**src/slid_pkg.sv**
```systemverilog
package slid_pkg;

   localparam int CAPACITY  = 32;
   localparam int IDX_W     = $clog2(CAPACITY);
   localparam int CNT_W     = $clog2(CAPACITY + 1);
   localparam int VAL_W     = 32;
   localparam int CNT_OUT_W = 7;

   typedef enum logic [1:0] {
      ACT_INSERT    = 2'd0,
      ACT_DELETE    = 2'd1,
      ACT_LIST_ASC  = 2'd2,
      ACT_LIST_DESC = 2'd3
   } action_type;

   typedef enum logic [1:0] {
      ST_OK        = 2'd0,
      ST_FULL      = 2'd1,
      ST_NOT_FOUND = 2'd2,
      ST_EMPTY     = 2'd3
   } status_type;

   typedef struct packed {
      logic             wr_en;
      logic [IDX_W-1:0] wr_addr;
      logic [VAL_W-1:0] wr_data;
      logic             rd_en;
      logic [IDX_W-1:0] rd_addr;
   } ram_req_type;

   typedef struct packed {
      status_type                status;
      logic signed [VAL_W-1:0]   out_value;
      logic                      last;
      logic [CNT_OUT_W-1:0]      entry_count;
   } result_type;

endpackage

```
**src/slid_if.sv**
```systemverilog
interface slid_req_if;
   import slid_pkg::*;

   logic                    valid;
   logic                    ready;
   logic [1:0]              action;
   logic signed [VAL_W-1:0] item_value;

   modport source (output valid, output action, output item_value, input ready);
   modport sink   (input valid, input action, input item_value, output ready);
endinterface

interface slid_rsp_if;
   import slid_pkg::*;

   logic                    valid;
   logic                    ready;
   logic [1:0]              status;
   logic signed [VAL_W-1:0] out_value;
   logic                    last;
   logic [CNT_OUT_W-1:0]    entry_count;

   modport source (output valid, output status, output out_value, output last,
                   output entry_count, input ready);
   modport sink   (input valid, input status, input out_value, input last,
                   input entry_count, output ready);
endinterface

```
**src/slid_ram.sv**
```systemverilog
module slid_ram #(
   parameter int WIDTH  = 32,
   parameter int DEPTH  = 32,
   parameter int ADDR_W = $clog2(DEPTH)
) (
   input  logic              clock,
   input  logic              wr_en,
   input  logic [ADDR_W-1:0] wr_addr,
   input  logic [WIDTH-1:0]  wr_data,
   input  logic              rd_en,
   input  logic [ADDR_W-1:0] rd_addr,
   output logic [WIDTH-1:0]  rd_data
);

   logic [WIDTH-1:0] mem_ff [DEPTH];
   logic [WIDTH-1:0] rd_data_ff;

   always_ff @(posedge clock) begin
      if (wr_en) begin
         mem_ff[wr_addr] <= wr_data;
      end
   end

   // hold read data until the next read
   always_ff @(posedge clock) begin
      if (rd_en) begin
         rd_data_ff <= mem_ff[rd_addr];
      end
   end

   assign rd_data = rd_data_ff;

endmodule

```
**src/slid_out.sv**
```systemverilog
module slid_out (
   input  logic                 clock,
   input  logic                 reset,
   input  logic                 push,
   input  slid_pkg::result_type push_data,
   output logic                 free,
   slid_rsp_if.source           rsp
);
   import slid_pkg::*;

   logic       valid_ff;
   logic       valid_in;
   result_type data_ff;

   assign free     = !valid_ff || rsp.ready;
   assign valid_in = push || (valid_ff && !rsp.ready);

   always_ff @(posedge clock) begin
      if (reset) begin
         valid_ff <= 1'b0;
      end else begin
         valid_ff <= valid_in;
      end
   end

   always_ff @(posedge clock) begin
      if (push) begin
         data_ff <= push_data;
      end
   end

   assign rsp.valid       = valid_ff;
   assign rsp.status      = data_ff.status;
   assign rsp.out_value   = data_ff.out_value;
   assign rsp.last        = data_ff.last;
   assign rsp.entry_count = data_ff.entry_count;

endmodule

```
**src/slid_ctrl.sv**
```systemverilog
module slid_ctrl (
   input  logic                          clock,
   input  logic                          reset,
   slid_req_if.sink                      req,
   input  logic                          out_free,
   output logic                          out_push,
   output slid_pkg::result_type          out_data,
   output slid_pkg::ram_req_type         ram_req,
   input  logic signed [slid_pkg::VAL_W-1:0] rd_data
);
   import slid_pkg::*;

   typedef enum logic [4:0] {
      S_IDLE  = 5'b00001,
      S_ISSUE = 5'b00010,
      S_EVAL  = 5'b00100,
      S_PUT   = 5'b01000,
      S_EMIT  = 5'b10000
   } state_type;

   state_type               state_ff, state_in;
   action_type              action_ff, action_in;
   logic signed [VAL_W-1:0] value_ff, value_in;
   logic [CNT_W-1:0]        count_ff, count_in;
   logic [IDX_W-1:0]        addr_ff, addr_in;
   logic [IDX_W-1:0]        pos_ff, pos_in;
   logic                    found_ff, found_in;
   status_type              status_ff, status_in;

   action_type              act_req;
   logic [CNT_W-1:0]        count_last;
   logic                    at_end;
   logic                    list_last;
   logic                    hit;

   assign act_req    = action_type'(req.action);
   assign count_last = count_ff - CNT_W'(1);
   assign at_end     = (CNT_W'(addr_ff) == count_last);
   assign list_last  = (action_ff == ACT_LIST_ASC) ? at_end : (addr_ff == '0);
   assign hit        = found_ff || (rd_data == value_ff);
   assign req.ready  = (state_ff == S_IDLE);

   always_comb begin
      state_in  = state_ff;
      action_in = action_ff;
      value_in  = value_ff;
      count_in  = count_ff;
      addr_in   = addr_ff;
      pos_in    = pos_ff;
      found_in  = found_ff;
      status_in = status_ff;
      ram_req   = '0;
      out_push  = 1'b0;
      out_data.status      = ST_OK;
      out_data.out_value   = rd_data;
      out_data.last        = 1'b1;
      out_data.entry_count = CNT_OUT_W'(count_ff);

      unique case (state_ff)
         S_IDLE: begin
            if (req.valid) begin
               action_in = act_req;
               value_in  = req.item_value;
               found_in  = 1'b0;
               status_in = ST_OK;
               unique case (act_req) inside
                  ACT_INSERT: begin
                     if (count_ff == CNT_W'(CAPACITY)) begin
                        status_in = ST_FULL;
                        state_in  = S_EMIT;
                     end else if (count_ff == '0) begin
                        ram_req.wr_en   = 1'b1;
                        ram_req.wr_addr = '0;
                        ram_req.wr_data = req.item_value;
                        count_in        = CNT_W'(1);
                        state_in        = S_EMIT;
                     end else begin
                        addr_in  = IDX_W'(count_last);
                        pos_in   = IDX_W'(count_ff);
                        state_in = S_ISSUE;
                     end
                  end
                  ACT_DELETE: begin
                     if (count_ff == '0) begin
                        status_in = ST_NOT_FOUND;
                        state_in  = S_EMIT;
                     end else begin
                        addr_in  = '0;
                        state_in = S_ISSUE;
                     end
                  end
                  ACT_LIST_ASC, ACT_LIST_DESC: begin
                     if (count_ff == '0) begin
                        status_in = ST_EMPTY;
                        state_in  = S_EMIT;
                     end else begin
                        addr_in  = (act_req == ACT_LIST_ASC) ? '0 : IDX_W'(count_last);
                        state_in = S_ISSUE;
                     end
                  end
                  default: state_in = S_IDLE;
               endcase
            end
         end
         S_ISSUE: begin
            ram_req.rd_en   = 1'b1;
            ram_req.rd_addr = addr_ff;
            state_in        = S_EVAL;
         end
         S_EVAL: begin
            unique case (action_ff) inside
               ACT_INSERT: begin
                  ram_req.wr_en   = 1'b1;
                  ram_req.wr_addr = pos_ff;
                  if (rd_data >= value_ff) begin
                     // shift this entry up one place
                     ram_req.wr_data = rd_data;
                     pos_in          = addr_ff;
                     if (addr_ff == '0) begin
                        state_in = S_PUT;
                     end else begin
                        addr_in  = addr_ff - IDX_W'(1);
                        state_in = S_ISSUE;
                     end
                  end else begin
                     ram_req.wr_data = value_ff;
                     count_in        = count_ff + CNT_W'(1);
                     state_in        = S_EMIT;
                  end
               end
               ACT_DELETE: begin
                  if (found_ff) begin
                     ram_req.wr_en   = 1'b1;
                     ram_req.wr_addr = addr_ff - IDX_W'(1);
                     ram_req.wr_data = rd_data;
                  end
                  found_in = hit;
                  if (at_end) begin
                     if (hit) begin
                        count_in = count_last;
                     end else begin
                        status_in = ST_NOT_FOUND;
                     end
                     state_in = S_EMIT;
                  end else begin
                     addr_in  = addr_ff + IDX_W'(1);
                     state_in = S_ISSUE;
                  end
               end
               ACT_LIST_ASC, ACT_LIST_DESC: begin
                  if (out_free) begin
                     out_push      = 1'b1;
                     out_data.last = list_last;
                     if (list_last) begin
                        state_in = S_IDLE;
                     end else begin
                        addr_in  = (action_ff == ACT_LIST_ASC) ? addr_ff + IDX_W'(1)
                                                               : addr_ff - IDX_W'(1);
                        state_in = S_ISSUE;
                     end
                  end
               end
               default: state_in = S_IDLE;
            endcase
         end
         S_PUT: begin
            ram_req.wr_en   = 1'b1;
            ram_req.wr_addr = pos_ff;
            ram_req.wr_data = value_ff;
            count_in        = count_ff + CNT_W'(1);
            state_in        = S_EMIT;
         end
         S_EMIT: begin
            out_data.status    = status_ff;
            out_data.out_value = (status_ff == ST_EMPTY) ? '0 : value_ff;
            if (out_free) begin
               out_push = 1'b1;
               state_in = S_IDLE;
            end
         end
         default: state_in = S_IDLE;
      endcase
   end

   always_ff @(posedge clock) begin
      if (reset) begin
         state_ff <= S_IDLE;
         count_ff <= '0;
         found_ff <= 1'b0;
      end else begin
         state_ff <= state_in;
         count_ff <= count_in;
         found_ff <= found_in;
      end
   end

   always_ff @(posedge clock) begin
      action_ff <= action_in;
      value_ff  <= value_in;
      addr_ff   <= addr_in;
      pos_ff    <= pos_in;
      status_ff <= status_in;
   end

endmodule

```
**src/sorted_list_insert_delete.sv**
```systemverilog
// Channel   Dir  Signals                                         Item
// req_bus   in   valid ready action item_value                   one request
// rsp_bus   out  valid ready status out_value last entry_count   one result
//
// Entries live in a one-port-read, one-port-write RAM with a registered read port.
// Each entry touched takes two steps (issue read, evaluate and write back):
// insert walks down from the tail, shifting each entry >= the value up one place,
// with an extra put step when the value lands at the head; delete scans every stored
// entry; list reads each entry in turn; full, empty and first inserts need no walk.
// Reset (synchronous) empties the table at once; no clearing pass.
// A stalled rsp_bus holds the result register; the sequencer waits on it.
module sorted_list_insert_delete (
   input  logic       clock,
   input  logic       reset,
   slid_req_if.sink   req_bus,
   slid_rsp_if.source rsp_bus
);
   import slid_pkg::*;

   ram_req_type             ram_req;
   logic [VAL_W-1:0]        rd_data;
   logic                    out_free;
   logic                    out_push;
   result_type              out_data;

   slid_ctrl u_ctrl (
      .clock    (clock),
      .reset    (reset),
      .req      (req_bus),
      .out_free (out_free),
      .out_push (out_push),
      .out_data (out_data),
      .ram_req  (ram_req),
      .rd_data  ($signed(rd_data))
   );

   slid_ram #(
      .WIDTH (VAL_W),
      .DEPTH (CAPACITY)
   ) u_ram (
      .clock   (clock),
      .wr_en   (ram_req.wr_en),
      .wr_addr (ram_req.wr_addr),
      .wr_data (ram_req.wr_data),
      .rd_en   (ram_req.rd_en),
      .rd_addr (ram_req.rd_addr),
      .rd_data (rd_data)
   );

   slid_out u_out (
      .clock     (clock),
      .reset     (reset),
      .push      (out_push),
      .push_data (out_data),
      .free      (out_free),
      .rsp       (rsp_bus)
   );

endmodule

```
**src/flat_wrapper.sv**
```systemverilog
// flat-port wrapper written by rule: the top's interface ports become plain ports
module sorted_list_insert_delete_flat import slid_pkg::*;
  (clock, reset, req_bus_valid, req_bus_action, req_bus_item_value, req_bus_ready, rsp_bus_valid, rsp_bus_status, rsp_bus_out_value, rsp_bus_last, rsp_bus_entry_count, rsp_bus_ready);
  slid_req_if req_bus_i ();
  slid_rsp_if rsp_bus_i ();
  input  logic clock;
  input  logic reset;
  input wire logic [$bits(req_bus_i.valid)-1:0] req_bus_valid;
  input wire logic [$bits(req_bus_i.action)-1:0] req_bus_action;
  input wire logic [$bits(req_bus_i.item_value)-1:0] req_bus_item_value;
  output wire logic [$bits(req_bus_i.ready)-1:0] req_bus_ready;
  output wire logic [$bits(rsp_bus_i.valid)-1:0] rsp_bus_valid;
  output wire logic [$bits(rsp_bus_i.status)-1:0] rsp_bus_status;
  output wire logic [$bits(rsp_bus_i.out_value)-1:0] rsp_bus_out_value;
  output wire logic [$bits(rsp_bus_i.last)-1:0] rsp_bus_last;
  output wire logic [$bits(rsp_bus_i.entry_count)-1:0] rsp_bus_entry_count;
  input wire logic [$bits(rsp_bus_i.ready)-1:0] rsp_bus_ready;
  assign req_bus_i.valid = req_bus_valid;
  assign req_bus_i.action = req_bus_action;
  assign req_bus_i.item_value = req_bus_item_value;
  assign req_bus_ready = req_bus_i.ready;
  assign rsp_bus_valid = rsp_bus_i.valid;
  assign rsp_bus_status = rsp_bus_i.status;
  assign rsp_bus_out_value = rsp_bus_i.out_value;
  assign rsp_bus_last = rsp_bus_i.last;
  assign rsp_bus_entry_count = rsp_bus_i.entry_count;
  assign rsp_bus_i.ready = rsp_bus_ready;
  sorted_list_insert_delete u_core (.clock(clock), .reset(reset), .req_bus(req_bus_i), .rsp_bus(rsp_bus_i));
endmodule
```
**config.mk**
```make
export PLATFORM = sky130hd
export DESIGN_NAME = sorted_list_insert_delete_flat
export DESIGN_NICKNAME = d
export VERILOG_FILES = /design/src/slid_pkg.sv /design/src/slid_if.sv /design/src/slid_ram.sv /design/src/slid_out.sv /design/src/slid_ctrl.sv /design/src/sorted_list_insert_delete.sv /design/src/flat_wrapper.sv
export SDC_FILE = /design/constraint.sdc
export NUM_CORES = 2
export LEC_CHECK = 0
export BUFFER_PORTS_ARGS = -buffer_cell sky130_fd_sc_hd__buf_2
export CORE_ASPECT_RATIO = 0.5
export CORE_MARGIN = 1
export CORE_UTILIZATION = 40
export DETAILED_ROUTE_END_ITERATION = 7
export HOLD_SLACK_MARGIN = 0.12
export PLACE_DENSITY = 0.6
export SYNTH_ARGS = -nofsm -noshare
export SYNTH_HDL_FRONTEND = slang
export SYNTH_SLANG_ARGS = --single-unit
```
**constraint.sdc**
```tcl
create_clock -name clock -period 6.65 [get_ports clock]
set_input_delay 0.665 -clock clock [delete_from_list [all_inputs] [get_ports clock]]
set_output_delay 0.665 -clock clock [all_outputs]
set_load 0.01 [all_outputs]
```
==> flow_summary.yaml <==
yosys:
  synth_mux_area_frac: 0.132
  synth_fp_nets: 2546
  synthSimpleGateAreaFrac: 0.0402
  synthAdderAreaFrac: 0.00975
  yosys.area.top_type: "edfxtp_1"
  yosys-top-cells-area: "edfxtp_1 (74%), mux4_2 (11%), mux2i_1 (1.4%)"
  synth_most_common_cell: "edfxtp_1"
  netlist_area_um2: 46200
  syn_area_per_cell_um2: 18.7
  yosys_warnings: 0
  netlist_instances: 2472
  synth_top_family_by_area: "multiplexers"
  synthFlopType: "edfxtp_1"
  synth_xor_area_frac: 0.00390
  ys_seq_area_frac: 0.748
  synth_edf_count: 1143
  synth_compound_area_frac: 0.0494
  synth.ff_latch_count: 1156
  synth.top_cell.area_share: 0.743
  yosysUniqueCellTypes: 70
  synth_commonest_cells: "edfxtp_1 (1143), mux4_2 (224), nand2_1 (171), nand3_1 (109), o21ai_0 (85)"
  ys_async_sr_fraction: 0
clock_tree:
  worst_skew_pair.late_latency_ns: 0.71
  cts_resized: 0
  cts_tree: "done"
  cts.clk_slew.worst_paths_ns: 0.07
  cts_sinks: 1156
  post_cts_buffers: 0
  cts_buffer_depth: 3
  cts_buffers: 104
  htreeDepth: 3
  hold_buffers: 0
  clk_root_buffer_cell: "clkbuf_16"
status:
  status: "completed"
place:
  post-place-ws_ns: 2.04
  port-buffer-count: 80
  dp_cells: 4006
  place.gp.congestion: 0.874
  place_hpwl_um: 69500
timing:
  finalHoldViolCount: 0
  period_needed_ns: 4.79
  worstMarginPinSlew_ns: 1.41
  period_share: 0.720
  clock_skew_ns: 0.0330
  rsz0062_at_grt: "false"
  maxSlewViolCount: 0
  max_freq_mhz: 209
  slew_headroom: 0.0589
  fin_ws_ns: 1.86
  setup_violations: 0
  finalSetupTns_ns: 0
layout:
  antenna_cells: 0
  final_core_util: 0.461
  drive_above_1_share: 0.243
  fin_cells: 4198
  num-nets-final: 2673
  area_growth_syn_to_layout_pct: 13.4
global_routing:
  overflow: 0
  grt_first_pass_wirelength_um: 170000
  antenna_found_initial: 3
  grt_max_degree: 96
  grt_pass1_vias: 24004
  grt_usage: 0.200
setup_path:
  critPathLaunch: "u_core.u_ctrl.state_ff[4]"
  crit_fanout: 18
  cp-end-kind: "flop"
  worstPathRequired_ns: 7.00
  max_stage_delay_ns: 0.94
  regToRegStartpoint: "u_core.u_ctrl.state_ff[4]"
  critical_path_class: "reg2reg"
  path_cells: "or3_1 -> nor4_4 -> nand2_2 -> o21ai_0 -> nand3b_1 -> nor2_4 -> buf_4"
  slowest_stage: "o21ai_0"
  start_kind: "flop"
  cp_data_arrival_time_ns: 5.14
hold_path:
  hold_class: "in2reg"
  min_from: "req_bus_item_value[25]"
detailed_routing:
  avgViaCountPerCell: 5.81
  ant_nets: 0
  drt-initial-drc-count: 2572
  drt_wl_total_um: 117000
  dr_total_vias: 24409
  wl_per_cell_um: 27.9
  remaining_drc_errors: 0
  first_pass_iters: 7
power_and_ir_drop:
  p_seq_frac: 0.490
  p_clk_frac: 0.348
  internal_power_uw: 12700
  peakVddDrop_mv: 0.198
  comb_power_share: 0.162
  p_leak_uw: 0.0171
  p_sw_frac: 0.262
  p_per_area_nw_per_um2: 327
  power_switching_uw: 4490
die:
  start_util: 0.407
  die_y_um: 242
  die-area_um2: 117000
  die_w_um: 483
  core-area_um2: 114000
  io_pins: 82
  fp-row-count: 87
job:
  drv_cap: 0
[area by class of cell]
cell class                 count  area [µm²]
sequential                  1156       34600
fill                        9541       61200
tap                         1513        1890
clock buffer                 132        2750
clock inverter                60         592
inverter                      45         171
multi-input combinational   1128       11300
timing repair buffer         164        1090
[flip-flops by register name (all words and copies together) (netlist names)]
register and count:
u_core.u_ctrl.status_ff 2, u_core.u_out.rsp.valid 1, u_core.u_ctrl.state_ff 5, u_core.u_out.rsp.entry_count 6, u_core.u_ctrl.addr_ff 5, u_core.u_ram.rd_data 32, u_core.u_ctrl.found_ff 1, u_core.u_out.rsp.status 2
u_core.u_out.rsp.out_value 32, u_core.u_ctrl.action_ff 2, u_core.u_out.rsp.last 1, u_core.u_ctrl.count_ff 6, u_core.u_ctrl.value_ff 32, u_core.u_ctrl.pos_ff 5, u_core.u_ram.mem_ff 1024
[layout by cell type (no fill, tap or decap), types with 53 or more instances in the layout]
cell,n
mux2i_1,66
buf_2,80
a22oi_1,67
mux4_2,224
o21ai_0,53
buf_4,79
nand2_1,169
edfxtp_1,1143
nand3_1,109
clkbuf_16,106
[metal layers]
layer  up-vias  part of all wire  GRT usage
met4         0             0.016     0.0418
met2      1053              0.44      0.286
li1      10323                 -          -
met5         -                 0          0
met1     12908              0.45      0.306
met3       125             0.095     0.0541
[logic make-up after synthesis]
family	count (synthesis)
compound gates	351
xor+xnor	19
fa+ha+maj	36
buf+inv	188
flops	1156
mux	323
other cells	1
simple gates	398
[path summary, 6_finish.rpt]
path                                 end  slack (ns)  depth (start not counted)
max reg2reg  u_core.u_ram.mem_ff[14][12]        1.86                          7
min reg2reg       u_core.u_ctrl.found_ff        0.53                          2
min           u_core.u_ctrl.value_ff[25]        0.17                          1
max          u_core.u_ram.mem_ff[14][12]        1.86                          7
[power groups by stage]
stage / registers (µW) / logic, µW / clock network [µW]
after floorplan: 8510 / 1920 / 0
after global placement: 8540 / 2750 / 0
after detailed placement: 8550 / 2770 / 0
after CTS: 8390 / 2780 / 6050
after global routing: 8410 / 3010 / 6320
final: 8400 / 2780 / 5960
[worst max-delay path, delay by kind of cell, from the launching register on]
| family | cells | cell delay [ns] |
|---|---|---|
| flops | 1 | 0.36 |
| buf+inv | 1 | 0.46 |
| simple gates | 5 | 2.66 |
| compound gates | 1 | 0.94 |
[through the flow]
| stage | hold slack [ns] | power (µW) | cell area, µm² |
|---|---|---|---|
| 4_1_cts | 0.125 | 17200 | 52400 |
| 5_1_grt | 0.133 | 17700 | 52400 |
| 6_report | 0.168 | 17100 | 52400 |
| 3_3_place_gp | 0.513 | 11300 | 49100 |
| 3_5_place_dp | 0.525 | 11300 | 49100 |
| 2_1_floorplan | 0.406 | 10400 | 46200 |
No activity file was read; power rests on OpenSTA's default activity.
